### src/rtl/pse_pkg.sv
// shared types, codes and constants of the postfix stack evaluator
// no dependencies; imported by every module of the block
`timescale 1ns / 1ps
`default_nettype none

package pse_pkg;

    localparam int DEF_STACK_DEPTH = 16;
    localparam int DEF_WORD_WIDTH  = 32;

    localparam int CHAR_W   = 8;
    localparam int VALUE_W  = 32;
    localparam int STATUS_W = 3;

    localparam logic [CHAR_W-1:0] CH_PLUS  = 8'h2B;
    localparam logic [CHAR_W-1:0] CH_MINUS = 8'h2D;
    localparam logic [CHAR_W-1:0] CH_STAR  = 8'h2A;
    localparam logic [CHAR_W-1:0] CH_SLASH = 8'h2F;
    localparam logic [CHAR_W-1:0] CH_ZERO  = 8'h30;
    localparam logic [CHAR_W-1:0] CH_NINE  = 8'h39;

    localparam logic [STATUS_W-1:0] ST_OK        = 3'd0;
    localparam logic [STATUS_W-1:0] ST_UNDERFLOW = 3'd1;
    localparam logic [STATUS_W-1:0] ST_DIVZERO   = 3'd2;
    localparam logic [STATUS_W-1:0] ST_OVERFLOW  = 3'd3;
    localparam logic [STATUS_W-1:0] ST_EMPTY     = 3'd4;

    typedef enum logic [1:0] {
        OP_ADD,
        OP_SUB,
        OP_MUL,
        OP_DIV
    } op_t;

    typedef enum logic [2:0] {
        S_IDLE,
        S_DECODE,
        S_FETCH,
        S_EXEC,
        S_FINISH
    } state_t;

    // controller to datapath
    typedef struct packed {
        logic                capture;
        logic                push;
        logic                set_err;
        logic [STATUS_W-1:0] err_code;
        logic                rd;
        logic                alu_start;
        logic                commit;
        logic                report;
    } cmd_t;

    // datapath to controller
    typedef struct packed {
        logic err_set;
        logic is_digit;
        logic is_op;
        logic is_div;
        logic full;
        logic lt2;
        logic tos_zero;
        logic last;
        logic alu_done;
        logic out_busy;
    } sts_t;

endpackage

`default_nettype wire

### src/rtl/pse_alu.sv
// iterative arithmetic unit: add/sub computed at start, radix-2 multiply and divide
// depends on pse_pkg
`timescale 1ns / 1ps
`default_nettype none

module pse_alu
    import pse_pkg::*;
#(
    parameter int WORD_WIDTH = DEF_WORD_WIDTH
)
(
    input  wire logic                  clk,
    input  wire logic                  rst_n,
    input  wire logic                  start,
    input  wire op_t                   op,
    input  wire logic [WORD_WIDTH-1:0] left,
    input  wire logic [WORD_WIDTH-1:0] right,
    output logic                       done,
    output logic [WORD_WIDTH-1:0]      result
);

    localparam int CNT_W = $clog2(WORD_WIDTH + 1);

    logic [CNT_W-1:0]      cnt_reg;
    logic [WORD_WIDTH-1:0] a_reg;
    logic [WORD_WIDTH-1:0] b_reg;
    logic [WORD_WIDTH-1:0] r_reg;
    op_t                   op_reg;
    logic                  neg_reg;

    logic [WORD_WIDTH:0]   rem_shift;
    logic [WORD_WIDTH:0]   diff;
    logic                  qbit;
    logic [WORD_WIDTH-1:0] left_mag;
    logic [WORD_WIDTH-1:0] right_mag;

    assign left_mag  = left[WORD_WIDTH-1]  ? (~left + 1'b1)  : left;
    assign right_mag = right[WORD_WIDTH-1] ? (~right + 1'b1) : right;

    // restoring division step
    assign rem_shift = {r_reg, a_reg[WORD_WIDTH-1]};
    assign diff      = rem_shift - {1'b0, b_reg};
    assign qbit      = ~diff[WORD_WIDTH];

    always_ff @(posedge clk or negedge rst_n)
    begin
        if (!rst_n)
        begin
            cnt_reg <= '0;
        end
        else if (start)
        begin
            if (op == OP_MUL || op == OP_DIV)
                cnt_reg <= CNT_W'(WORD_WIDTH);
            else
                cnt_reg <= '0;
        end
        else if (cnt_reg != '0)
        begin
            cnt_reg <= cnt_reg - CNT_W'(1);
        end
    end

    always_ff @(posedge clk)
    begin
        if (start)
        begin
            op_reg  <= op;
            neg_reg <= left[WORD_WIDTH-1] ^ right[WORD_WIDTH-1];
            unique case (op)
                OP_ADD:
                begin
                    r_reg <= left + right;
                end
                OP_SUB:
                begin
                    r_reg <= left - right;
                end
                OP_MUL:
                begin
                    a_reg <= right;
                    b_reg <= left;
                    r_reg <= '0;
                end
                OP_DIV:
                begin
                    a_reg <= left_mag;
                    b_reg <= right_mag;
                    r_reg <= '0;
                end
                default:
                begin
                    r_reg <= '0;
                end
            endcase
        end
        else if (cnt_reg != '0)
        begin
            if (op_reg == OP_MUL)
            begin
                if (a_reg[0])
                    r_reg <= r_reg + b_reg;
                b_reg <= {b_reg[WORD_WIDTH-2:0], 1'b0};
                a_reg <= {1'b0, a_reg[WORD_WIDTH-1:1]};
            end
            else
            begin
                r_reg <= qbit ? diff[WORD_WIDTH-1:0] : rem_shift[WORD_WIDTH-1:0];
                a_reg <= {a_reg[WORD_WIDTH-2:0], qbit};
            end
        end
    end

    assign done   = (cnt_reg == '0);
    assign result = (op_reg == OP_DIV) ? (neg_reg ? (~a_reg + 1'b1) : a_reg) : r_reg;

endmodule

`default_nettype wire

### src/rtl/pse_datapath.sv
// datapath: operand stack with cached top, error register, alu, output register
// depends on pse_pkg and pse_alu
`timescale 1ns / 1ps
`default_nettype none

module pse_datapath
    import pse_pkg::*;
#(
    parameter int STACK_DEPTH = DEF_STACK_DEPTH,
    parameter int WORD_WIDTH  = DEF_WORD_WIDTH
)
(
    input  wire logic                clk,
    input  wire logic                rst_n,
    input  wire cmd_t                cmd,
    output sts_t                     sts,
    input  wire logic [CHAR_W-1:0]   char_in,
    input  wire logic                last_in,
    output logic                     m_tvalid,
    input  wire logic                m_tready,
    output logic [VALUE_W-1:0]       m_tdata,
    output logic [STATUS_W-1:0]      m_tuser
);

    localparam int CNT_W = $clog2(STACK_DEPTH + 1);
    localparam int IDX_W = (STACK_DEPTH > 1) ? $clog2(STACK_DEPTH) : 1;

    // entries below the top live in memory; the top lives in tos_reg
    logic [WORD_WIDTH-1:0] mem [STACK_DEPTH];

    logic [CNT_W-1:0]      count_reg;
    logic [STATUS_W-1:0]   err_reg;
    logic [CHAR_W-1:0]     char_reg;
    logic                  last_reg;
    logic [WORD_WIDTH-1:0] tos_reg;
    logic [WORD_WIDTH-1:0] rd_data_reg;
    logic                  out_valid_reg;
    logic [VALUE_W-1:0]    value_reg;
    logic [STATUS_W-1:0]   status_reg;

    logic                  is_digit;
    logic                  is_op;
    op_t                   op_sel;
    logic [WORD_WIDTH-1:0] digit_val;
    logic                  alu_done;
    logic [WORD_WIDTH-1:0] alu_result;
    logic [IDX_W-1:0]      wr_idx;
    logic [IDX_W-1:0]      rd_idx;

    assign is_digit  = (char_reg >= CH_ZERO) && (char_reg <= CH_NINE);
    assign digit_val = WORD_WIDTH'(char_reg - CH_ZERO);

    always_comb
    begin
        is_op  = 1'b1;
        op_sel = OP_ADD;
        unique case (char_reg)
            CH_PLUS:  op_sel = OP_ADD;
            CH_MINUS: op_sel = OP_SUB;
            CH_STAR:  op_sel = OP_MUL;
            CH_SLASH: op_sel = OP_DIV;
            default:  is_op  = 1'b0;
        endcase
    end

    assign wr_idx = IDX_W'(count_reg - CNT_W'(1));
    assign rd_idx = IDX_W'(count_reg - CNT_W'(2));

    pse_alu #(
        .WORD_WIDTH (WORD_WIDTH)
    ) u_alu (
        .clk    (clk),
        .rst_n  (rst_n),
        .start  (cmd.alu_start),
        .op     (op_sel),
        .left   (rd_data_reg),
        .right  (tos_reg),
        .done   (alu_done),
        .result (alu_result)
    );

    // stack memory: one write and one registered read
    always_ff @(posedge clk)
    begin
        if (cmd.push && count_reg != '0)
            mem[wr_idx] <= tos_reg;
        if (cmd.rd)
            rd_data_reg <= mem[rd_idx];
    end

    always_ff @(posedge clk or negedge rst_n)
    begin
        if (!rst_n)
        begin
            count_reg     <= '0;
            err_reg       <= ST_OK;
            out_valid_reg <= 1'b0;
        end
        else
        begin
            if (cmd.report)
            begin
                count_reg     <= '0;
                err_reg       <= ST_OK;
                out_valid_reg <= 1'b1;
            end
            else
            begin
                if (m_tready)
                    out_valid_reg <= 1'b0;
                if (cmd.set_err)
                    err_reg <= cmd.err_code;
                if (cmd.push)
                    count_reg <= count_reg + CNT_W'(1);
                else if (cmd.commit)
                    count_reg <= count_reg - CNT_W'(1);
            end
        end
    end

    always_ff @(posedge clk)
    begin
        if (cmd.capture)
        begin
            char_reg <= char_in;
            last_reg <= last_in;
        end
        if (cmd.push)
            tos_reg <= digit_val;
        else if (cmd.commit)
            tos_reg <= alu_result;
        if (cmd.report)
        begin
            if (err_reg != ST_OK)
            begin
                value_reg  <= '0;
                status_reg <= err_reg;
            end
            else if (count_reg == '0)
            begin
                value_reg  <= '0;
                status_reg <= ST_EMPTY;
            end
            else
            begin
                value_reg  <= VALUE_W'($signed(tos_reg));
                status_reg <= ST_OK;
            end
        end
    end

    assign sts.err_set  = (err_reg != ST_OK);
    assign sts.is_digit = is_digit;
    assign sts.is_op    = is_op;
    assign sts.is_div   = (op_sel == OP_DIV);
    assign sts.full     = (count_reg == CNT_W'(STACK_DEPTH));
    assign sts.lt2      = (count_reg < CNT_W'(2));
    assign sts.tos_zero = (tos_reg == '0);
    assign sts.last     = last_reg;
    assign sts.alu_done = alu_done;
    assign sts.out_busy = out_valid_reg && !m_tready;

    assign m_tvalid = out_valid_reg;
    assign m_tdata  = value_reg;
    assign m_tuser  = status_reg;

endmodule

`default_nettype wire

### src/rtl/pse_ctrl.sv
// controller state machine: sequences decode, stack access, alu and report
// depends on pse_pkg
`timescale 1ns / 1ps
`default_nettype none

module pse_ctrl
    import pse_pkg::*;
(
    input  wire logic clk,
    input  wire logic rst_n,
    input  wire logic s_tvalid,
    output logic      s_tready,
    input  wire sts_t sts,
    output cmd_t      cmd
);

    state_t state_reg;
    state_t state_next;

    always_ff @(posedge clk or negedge rst_n)
    begin
        if (!rst_n)
            state_reg <= S_IDLE;
        else
            state_reg <= state_next;
    end

    always_comb
    begin
        state_next = state_reg;
        unique case (state_reg)
            S_IDLE:
            begin
                if (s_tvalid)
                    state_next = S_DECODE;
            end
            S_DECODE:
            begin
                if (!sts.err_set && !sts.is_digit && sts.is_op && !sts.lt2
                    && !(sts.is_div && sts.tos_zero))
                    state_next = S_FETCH;
                else
                    state_next = S_FINISH;
            end
            S_FETCH:
            begin
                state_next = S_EXEC;
            end
            S_EXEC:
            begin
                if (sts.alu_done)
                    state_next = S_FINISH;
            end
            S_FINISH:
            begin
                if (!(sts.last && sts.out_busy))
                    state_next = S_IDLE;
            end
            default:
            begin
                state_next = S_IDLE;
            end
        endcase
    end

    always_comb
    begin
        cmd      = '0;
        s_tready = 1'b0;
        unique case (state_reg)
            S_IDLE:
            begin
                s_tready    = 1'b1;
                cmd.capture = s_tvalid;
            end
            S_DECODE:
            begin
                if (!sts.err_set)
                begin
                    if (sts.is_digit)
                    begin
                        if (sts.full)
                        begin
                            cmd.set_err  = 1'b1;
                            cmd.err_code = ST_OVERFLOW;
                        end
                        else
                        begin
                            cmd.push = 1'b1;
                        end
                    end
                    else if (sts.is_op)
                    begin
                        if (sts.lt2)
                        begin
                            cmd.set_err  = 1'b1;
                            cmd.err_code = ST_UNDERFLOW;
                        end
                        else if (sts.is_div && sts.tos_zero)
                        begin
                            cmd.set_err  = 1'b1;
                            cmd.err_code = ST_DIVZERO;
                        end
                        else
                        begin
                            cmd.rd = 1'b1;
                        end
                    end
                end
            end
            S_FETCH:
            begin
                cmd.alu_start = 1'b1;
            end
            S_EXEC:
            begin
                cmd.commit = sts.alu_done;
            end
            S_FINISH:
            begin
                cmd.report = sts.last && !sts.out_busy;
            end
            default:
            begin
                cmd = '0;
            end
        endcase
    end

endmodule

`default_nettype wire

### src/rtl/postfix_stack_evaluator.sv
// top level of the postfix stack evaluator: controller plus datapath
// depends on pse_pkg, pse_ctrl, pse_datapath (and pse_alu below it)
//
// usage
//   slave channel: one expression character per request, s_tdata holds the byte,
//   s_tlast marks the last character of the expression
//   master channel: one result per expression, m_tdata is the top of the stack
//   (sign-extended or truncated to 32 bits), m_tuser the status code
//   (ok, underflow, divide by zero, overflow, empty); value is zero on any non-ok status
//   one character is in flight at a time; s_tready is high only while idle
//   states per character, from acceptance to the next acceptance:
//     digit, ignored byte or any byte after an error: idle, decode, finish
//     add or subtract: idle, decode, fetch, exec, finish
//     multiply or divide: as add or subtract, with exec held for the radix-2
//     shift-add / restoring iteration of the shared arithmetic unit
//   the result is registered onto m_tvalid once the last character finishes
//   a stalled result holds in the output register; a further character is still
//   taken, and only the next end of expression waits until the result is taken
//   reset clears stack count, error and output valid at once; no clearing pass
//
`timescale 1ns / 1ps
`default_nettype none

module postfix_stack_evaluator
    import pse_pkg::*;
#(
    parameter int STACK_DEPTH = DEF_STACK_DEPTH,
    parameter int WORD_WIDTH  = DEF_WORD_WIDTH
)
(
    input  wire logic                clk,
    input  wire logic                rst_n,
    // character requests
    input  wire logic                s_tvalid,
    output logic                     s_tready,
    input  wire logic [CHAR_W-1:0]   s_tdata,   // [7:0] char_code
    input  wire logic                s_tlast,   // end_of_expression
    // result requests
    output logic                     m_tvalid,
    input  wire logic                m_tready,
    output logic [VALUE_W-1:0]       m_tdata,   // [31:0] value
    output logic [STATUS_W-1:0]      m_tuser    // [2:0] status
);

    cmd_t cmd;
    sts_t sts;

    // sequencing: accept, decode, stack read, alu iterations, report
    pse_ctrl u_ctrl (
        .clk      (clk),
        .rst_n    (rst_n),
        .s_tvalid (s_tvalid),
        .s_tready (s_tready),
        .sts      (sts),
        .cmd      (cmd)
    );

    // stack, error state, arithmetic and output register
    pse_datapath #(
        .STACK_DEPTH (STACK_DEPTH),
        .WORD_WIDTH  (WORD_WIDTH)
    ) u_dp (
        .clk      (clk),
        .rst_n    (rst_n),
        .cmd      (cmd),
        .sts      (sts),
        .char_in  (s_tdata),
        .last_in  (s_tlast),
        .m_tvalid (m_tvalid),
        .m_tready (m_tready),
        .m_tdata  (m_tdata),
        .m_tuser  (m_tuser)
    );

endmodule

`default_nettype wire

### config.mk
export PLATFORM = sky130hd
export DESIGN_NAME = postfix_stack_evaluator
export DESIGN_NICKNAME = d
export VERILOG_FILES = /design/src/rtl/pse_pkg.sv /design/src/rtl/pse_alu.sv /design/src/rtl/pse_datapath.sv /design/src/rtl/pse_ctrl.sv /design/src/rtl/postfix_stack_evaluator.sv
export SDC_FILE = /design/constraint.sdc
export NUM_CORES = 1
export LEC_CHECK = 0
export BUFFER_PORTS_ARGS = -buffer_cell sky130_fd_sc_hd__buf_2
export CAP_MARGIN = 40
export CORE_ASPECT_RATIO = 1.2
export CORE_MARGIN = 8
export CORE_UTILIZATION = 25
export DETAILED_ROUTE_END_ITERATION = 10
export GPL_TIMING_DRIVEN = 0
export PLACE_DENSITY = 0.45
export SYNTH_ARGS = -nofsm -noshare
export SYNTH_HDL_FRONTEND = slang
export SYNTH_SLANG_ARGS = --single-unit
### constraint.sdc
create_clock -name clk -period 5.9 [get_ports clk]
set_clock_uncertainty 0.15 [all_clocks]
set_input_delay 1.18 -clock clk [delete_from_list [all_inputs] [get_ports clk]]
set_output_delay 1.18 -clock clk [all_outputs]
set_load 0.03 [all_outputs]
After elaboration in Yosys (flattened, before gate mapping)
Memory sizes are Yosys's and may differ from the RTL's. A register that Yosys moved wholly into a read port is not among the register bits.
Index checks and enable logic that the tools add are counted.
{ "word_totals": {"wordCells": 151, "latchBits": 0, "input_bits": 13, "mem_count": 1, "reg_bits": 193, "mem_bits_ro": 0, "ramBits": 512} }
{ "mem_list": {"columns": ["memory", "depth", "width", "rd", "rd_clocked_by_memory_dff", "wr", "line", "rtl"], "rows": [
  ["u_dp.mem", 16, 32, 1, 1, 1, "pse_datapath.sv:29", "logic [WORD_WIDTH-1:0] mem [STACK_DEPTH];"]
]} }
{ "classes": {"n_addsub": 12, "n_eq_ne": 19, "n_lt_le_gt_ge": 3, "shifts": 0, "bitwise": 5, "multipliers": 0, "n_reduce_logical": 38, "muxes": 58, "div": 0} }
{ "op_table": {"columns": ["cell", "count"], "rows": [
  ["two-way mux 32 bit", 17],
  ["case mux 32 bit (2 select lines)", 2],
  ["adder 32 x 1 -> 32 bit (second input constant)", 3],
  ["NOT 32 bit", 3],
  ["case mux 32 bit (3 select lines)", 1],
  ["adder 32 bit", 2],
  ["subtractor 33 x 32 -> 33 bit", 1],
  ["== test 8 x 6 -> 1 bit (second input constant)", 4],
  ["logical NOT 32 bit", 1],
  ["subtractor 32 bit", 1],
  ["two-way mux 6 bit", 5],
  ["two-way mux 3 bit", 8],
  ["two-way mux 5 bit", 4],
  ["two-way mux 4 bit", 4],
  ["two-way mux 1 bit", 15],
  ["case mux 3 bit (5 select lines)", 1],
  ["logical AND 1 bit", 10],
  ["nonzero test 2 bit", 5],
  ["subtractor 8 x 6 -> 9 bit (second input constant)", 1],
  ["== test 2 bit (second input constant)", 4],
  [">= comparator 8 x 6 -> 1 bit (second input constant)", 1],
  ["less-or-equal comparator 8 x 6 -> 1 bit (second input constant)", 1],
  ["== test 3 x 2 -> 1 bit (second input constant)", 2],
  ["logical NOT 1 bit", 6],
  ["other kinds (28)", 33]
]} }

Logic depth before layout (Yosys ltp)
{ "logic_depth": {"word_depth": 13, "mapped_depth": 21, "mapped_depth_nobuf": 19} }

Hierarchy
A second synthesis with hierarchy kept.
{ "hier_totals": {"cells_unflattened": 2867, "hier_area_um2": 37681.1} }
{ "modules_own_cells": {"columns": ["mod", "n_inst", "area_each_um2", "seq_area_each_um2", "cells_per_inst"], "rows": [
  ["pse_datapath", 1, 23902.9, 18843.1, 1122],
  ["pse_alu", 1, 13445.4, 3123.0, 1700],
  ["pse_ctrl", 1, 332.8, 75.1, 45]
]} }

Least setup slack after synthesis
OpenSTA, ideal clock, no wires.
{ "synth_timing": {"path_kind": "register to register", "startpoint": "reg u_dp.tos_reg[0]", "endpoint": "reg u_dp.u_alu.r_reg[23], data pin", "arrival_ns": 4.310, "path_buffers": 1, "setup_slack_ns": 1.179, "period_less_slack_ns": 4.721, "t_required_ns": 5.489, "setup_time_ns": 0.261, "path_stages_with_launch": 20, "cell_sequence": "edfxtp_1 > inv_1 > ha_1 > or3b_2 > nor2b_1 > nand2_1 > o31ai_1 > xor2_1 > ha_1 > clkbuf_1 > a211o_1 > a21o_1 > a2111oi_0 > o21ai_0 > and2_1 > a21o_1 > a21oi_1 > xor2_1 > o22ai_1 > a311o_1"} }
{ "synth_between": {"elab_chain_len": 3, "word_cells_on_any_way": 4, "classes_between": "2 x add/sub; 2 x mux"} }
{ "synth_lines": {"columns": ["item", "line", "rtl"], "rows": [
  ["from (decl)", "pse_datapath.sv:35", "logic [WORD_WIDTH-1:0] tos_reg;"],
  ["from (signal assigned)", "pse_datapath.sv:129", "tos_reg <= digit_val;"],
  ["from (signal assigned)", "pse_datapath.sv:131", "tos_reg <= alu_result;"],
  ["subtractor 32 bit / adder 32 bit (equally long branches)", "pse_alu.sv:77, pse_alu.sv:73", null],
  ["case mux 32 bit (3 select lines) *", "pse_alu.sv:70", "unique case (op)"],
  ["two-way mux 32 bit *", "pse_alu.sv:66", "if (start)"],
  ["to (signal assigned)", "pse_alu.sv:73", "r_reg <= left + right;"],
  ["to (signal assigned)", "pse_alu.sv:77", "r_reg <= left - right;"],
  ["to (signal assigned)", "pse_alu.sv:102", "r_reg <= r_reg + b_reg;"],
  ["to (decl)", "pse_alu.sv:27", "logic [WORD_WIDTH-1:0] r_reg;"]
]} }
Every way passes the cells marked *; elsewhere a longest branch is shown, timed or not.
A chain may end at the register's enable or synchronous reset.

Worst setup path after layout
{ "layout_timing": {"startpoint": "reg u_dp.tos_reg[1]", "endpoint": "reg u_dp.u_alu.r_reg[31], data pin"} }
The elaborated chain is that of the path after synthesis.

==> impl_metrics.prom <==
# TYPE chip_impl_metric gauge
chip_impl_info{name="run_status",value="finished, final reports clean"} 1
chip_impl_metric{name="final_util",unit="%"} 29.8
chip_impl_metric{name="routed-via-count",unit=""} 24000
chip_impl_metric{name="irDropWorstVdd",unit="mV"} 0.209
chip_impl_metric{name="overflow",unit=""} 0
chip_impl_metric{name="port-buffer-count",unit=""} 49
chip_impl_metric{name="numCtsBuffers",unit=""} 84
chip_impl_info{name="yosysMostFrequentCell",value="sky130_fd_sc_hd__edfxtp_1"} 1
chip_impl_info{name="clockRootBuffer",value="sky130_fd_sc_hd__clkbuf_16"} 1
chip_impl_metric{name="maxCapViolations",unit=""} 0
chip_impl_info{name="most_heavily_used_metal_layer_in_global_routing",value="met2"} 1
chip_impl_metric{name="globalRouteMet2Util",unit="%"} 26.4
chip_impl_metric{name="detail_route.drc_violations",unit=""} 0
chip_impl_metric{name="grt_start_max_net_pins",unit=""} 33
chip_impl_metric{name="post_drt_via_cell_ratio",unit=""} 4.81
chip_impl_info{name="worstPathCellList",value="clkinvlp_4 > ha_1 > or3b_2 > nor2b_2 > nand2_1 > o31ai_1 > xor2_1 > ha_1 > clkbuf_1 > a211o_1 > a21o_1 > a2111oi_0 > o21ai_1 > nand4_1 > a21oi_1 > a221oi_1 > xnor2_1 > o22ai_1 > a21o_1"} 1
chip_impl_info{name="rsz0062_at_grt",value="no"} 1
chip_impl_metric{name="fin_total_pwr",unit="uW"} 19800
chip_impl_metric{name="antenna_cells",unit=""} 0
chip_impl_metric{name="final.fill_count",unit=""} 14800
chip_impl_metric{name="cp.arrival",unit="ps"} 5810
chip_impl_metric{name="grt_pass1_wl",unit="microns"} 173000
chip_impl_metric{name="multi_input_comb_area",unit="sq um"} 14200
chip_impl_info{name="critical_path.startpoint_type",value="flop"} 1
chip_impl_metric{name="synth_enable_flop_cells",unit=""} 719
chip_impl_metric{name="required",unit="ps"} 6160
chip_impl_metric{name="place.detailed.hpwl",unit="microns"} 89300
chip_impl_metric{name="worstMarginPinSlew",unit="ps"} 885
chip_impl_info{name="crit_path_top_delay_cell",value="sky130_fd_sc_hd__or3b_2"} 1
chip_impl_metric{name="syn-num-nets",unit=""} 2875
chip_impl_metric{name="postRouteAntennaNets",unit=""} 0
chip_impl_metric{name="design.core.area",unit="sq um"} 147000
chip_impl_metric{name="met3_usage_grt",unit="%"} 1.82
chip_impl_metric{name="netlist.area_leader.share",unit="%"} 58.4
chip_impl_metric{name="report.final.hold_viol_count",unit=""} 0
chip_impl_metric{name="syn-mean-instance-area",unit="sq um"} 13.4
chip_impl_metric{name="initial_core_util",unit="%"} 25.2
chip_impl_metric{name="finalWirelength",unit="microns"} 120000
chip_impl_metric{name="timing.fmax",unit="GHz"} 0.180
chip_impl_metric{name="cts_max_path_buffers",unit=""} 3
chip_impl_metric{name="die_area",unit="sq um"} 160000
chip_impl_info{name="most_common_flop_cell_mapped_by_yosys",value="sky130_fd_sc_hd__edfxtp_1"} 1
chip_impl_metric{name="grtUsageTotal",unit="%"} 14.5
chip_impl_metric{name="global_route.usage.met1",unit="%"} 18.0
chip_impl_metric{name="clkTransAtPathRegs",unit="ps"} 60
chip_impl_metric{name="synth.ff_latch_count",unit=""} 736
chip_impl_info{name="worst-setup-path-type",value="reg -> reg"} 1
chip_impl_metric{name="first_iter_violations",unit=""} 1796
chip_impl_info{name="regMostFlops",value="u_dp.mem"} 1
chip_impl_metric{name="synth.yosys.warnings",unit=""} 0
chip_impl_metric{name="regArea",unit="sq um"} 22000
chip_impl_metric{name="areaGrowthSynthToFinish",unit="%"} 18.4
chip_impl_metric{name="grt_antenna_before_repair",unit=""} 3
chip_impl_metric{name="floorplan.die.width",unit="microns"} 367
chip_impl_metric{name="cts_num_sinks",unit=""} 736
chip_impl_metric{name="setup_slack",unit="ps"} 350
chip_impl_metric{name="synth_cell_types",unit=""} 75
chip_impl_metric{name="final.period_utilization",unit="%"} 94.1
chip_impl_metric{name="pin_count",unit=""} 50
chip_impl_info{name="synth_top_cells_by_area",value="sky130_fd_sc_hd__edfxtp_1 (58%), sky130_fd_sc_hd__mux4_2 (9.8%), sky130_fd_sc_hd__ha_1 (3.7%), sky130_fd_sc_hd__xor2_1 (3.5%), sky130_fd_sc_hd__o21ai_0 (2.6%)"} 1
chip_impl_metric{name="die-height",unit="microns"} 437
chip_impl_metric{name="drtPass1Iterations",unit=""} 5
chip_impl_info{name="tritoncts",value="built"} 1
chip_impl_info{name="timing.hold.worst.class",value="in -> async"} 1
chip_impl_metric{name="htree_num_levels",unit=""} 3
chip_impl_metric{name="vias_in_the_first_global_route",unit=""} 24700
chip_impl_info{name="yosysTopAreaCell",value="sky130_fd_sc_hd__edfxtp_1"} 1
chip_impl_metric{name="rows",unit=""} 154
chip_impl_metric{name="ys_seq_area_share",unit="%"} 59.6
chip_impl_metric{name="post_route_cells_drive_above_1_share",unit="%"} 15.6
chip_impl_metric{name="dp_worst_setup_slack",unit="ps"} -480
chip_impl_info{name="synthTopCellsByCount",value="sky130_fd_sc_hd__edfxtp_1 (719), sky130_fd_sc_hd__nand2_1 (238), sky130_fd_sc_hd__o21ai_0 (189)"} 1
chip_impl_metric{name="cell_pwr_density",unit="nW/um^2"} 454
chip_impl_metric{name="cp_slowest_stage_delay",unit="ps"} 530
chip_impl_metric{name="crit_path_max_fanout",unit=""} 7
chip_impl_metric{name="max-slew-margin-rel",unit="%"} 39.5
chip_impl_metric{name="gp_congestion",unit=""} 0.895
chip_impl_metric{name="route.detailed.wl_per_inst",unit="microns"} 24.0
chip_impl_metric{name="ys_async_sr_fraction",unit="%"} 2.31
chip_impl_metric{name="timing_max_transition_violations_final",unit=""} 0
chip_impl_metric{name="setup_violations",unit=""} 0
chip_impl_info{name="worst_setup_path_end_kind",value="flop"} 1
chip_impl_metric{name="clock_insertion_delay_at_the_later_pin_of_the_skew_report",unit="ps"} 690
chip_impl_metric{name="final_nets",unit=""} 3093
chip_impl_metric{name="cellLeakagePower",unit="uW"} 0.0149
chip_impl_metric{name="fin_crit",unit="ps"} 5550
chip_impl_metric{name="largest_register_ffs",unit=""} 512
chip_impl_metric{name="synth_area",unit="sq um"} 37000
chip_impl_metric{name="post_synthesis_cells",unit=""} 2750
[cells in the final DEF, fill, tap and decap left out, types with 17 or more instances in the layout]
master	Yosys	routed
sky130_fd_sc_hd__edfxtp_1	719	719
sky130_fd_sc_hd__nand2_1	238	238
sky130_fd_sc_hd__o21ai_0	189	187
sky130_fd_sc_hd__nor2_1	174	169
sky130_fd_sc_hd__a21oi_1	167	166
sky130_fd_sc_hd__mux4_2	160	160
sky130_fd_sc_hd__xor2_1	146	146
sky130_fd_sc_hd__clkbuf_1	121	133
sky130_fd_sc_hd__ha_1	109	109
sky130_fd_sc_hd__clkbuf_16	0	85
sky130_fd_sc_hd__inv_1	68	64
sky130_fd_sc_hd__xnor2_1	64	64
sky130_fd_sc_hd__buf_2	6	57
sky130_fd_sc_hd__a31oi_1	48	48
sky130_fd_sc_hd__a21o_1	44	44
sky130_fd_sc_hd__a211oi_1	44	44
sky130_fd_sc_hd__and2_1	50	37
sky130_fd_sc_hd__nor3_1	37	35
sky130_fd_sc_hd__nand3_1	30	30
sky130_fd_sc_hd__nand2b_1	28	28
sky130_fd_sc_hd__o31ai_1	26	26
sky130_fd_sc_hd__clkinv_1	1	20
sky130_fd_sc_hd__buf_6	0	20
sky130_fd_sc_hd__buf_8	0	19
sky130_fd_sc_hd__buf_12	0	19
sky130_fd_sc_hd__or3_1	17	17
sky130_fd_sc_hd__mux2i_1	17	17
sky130_fd_sc_hd__dfrtp_1	17	17
[cell type report]
cell class,instances,share of cell area [%]
buffer,145,1.29
clock buffer,100,4.99
clock inverter,57,1.31
inverter,69,0.609
multi-input combinational,1800,32.5
sequential,736,50.3
tap,1950,5.58
timing repair buffer,132,3.43
[critical path: cells and delay by family, from the launching register on]
kind	cells	cell delay, ps
AND/OR/NAND/NOR	4	1280
adder cells (fa/ha/maj)	2	540
buffers and inverters	2	410
XOR/XNOR	2	390
flip-flops	1	460
AO/OA/AOI/OAI	9	2020
[where the power goes]
group | total, uW | leakage [uW] | switching, uW | internal, uW
logic | 7560 | 0.00672 | 4250 | 3320
registers | 7040 | 0.00683 | 611 | 6420
clock network | 5250 | 0.00134 | 2260 | 2990
total | 19800 | 0.0149 | 7110 | 12700
[repair_timing]
item | in CTS | in global routing
hold buffers | 0 | 0
resized for setup | 4 | 10
endpoints found under the setup margin | 6 | 5
pin swaps | 0 | 0
buffers inserted | 4 | 4
[kinds of logic (layout without fill, tap and decap cells)]
family          count (synthesis)  in the layout  synth area share, %
flops                         736            736                 59.6
simple gates                  665            665                 8.44
compound gates                633            633                 10.6
buf+inv                       214            503                 2.22
xor+xnor                      211            211                 5.02
mux                           179            179                 10.3
fa+ha+maj                     112            112                 3.85
[metal layers]
layer,vias up,part of all wire [%]
met2,559,52
met3,143,3.7
met1,12300,42
met5,-,0
li1,11000,-
met4,0,2.5
[stage by stage]
step,TNS (ps),area [sq um],cells,hold WS [ps]
2_1_floorplan,0,37000,2750,338
3_3_place_gp,-284910,39600,4749,380
3_5_place_dp,-1370,40900,4824,382
4_1_cts,0,43700,4985,274
5_1_grt,0,43700,4989,307
6_report,0,43700,4989,312
[final timing paths]
check,endpoint,startpoint,cells after the start,slack (ps)
setup / recovery,u_dp.u_alu.r_reg[31],u_dp.tos_reg[1],19,350
hold / removal,u_dp.count_reg[2],rst_n,1,310
setup reg to reg,u_dp.u_alu.r_reg[31],u_dp.tos_reg[1],19,350
hold reg to reg,u_dp.u_alu.cnt_reg[3],u_dp.u_alu.cnt_reg[3],2,390
max in group asynchronous,u_dp.u_alu.cnt_reg[3],rst_n,1,4990
min in group clk,u_dp.u_alu.cnt_reg[3],u_dp.u_alu.cnt_reg[3],2,390
Power figures use the tool's default switching activity.
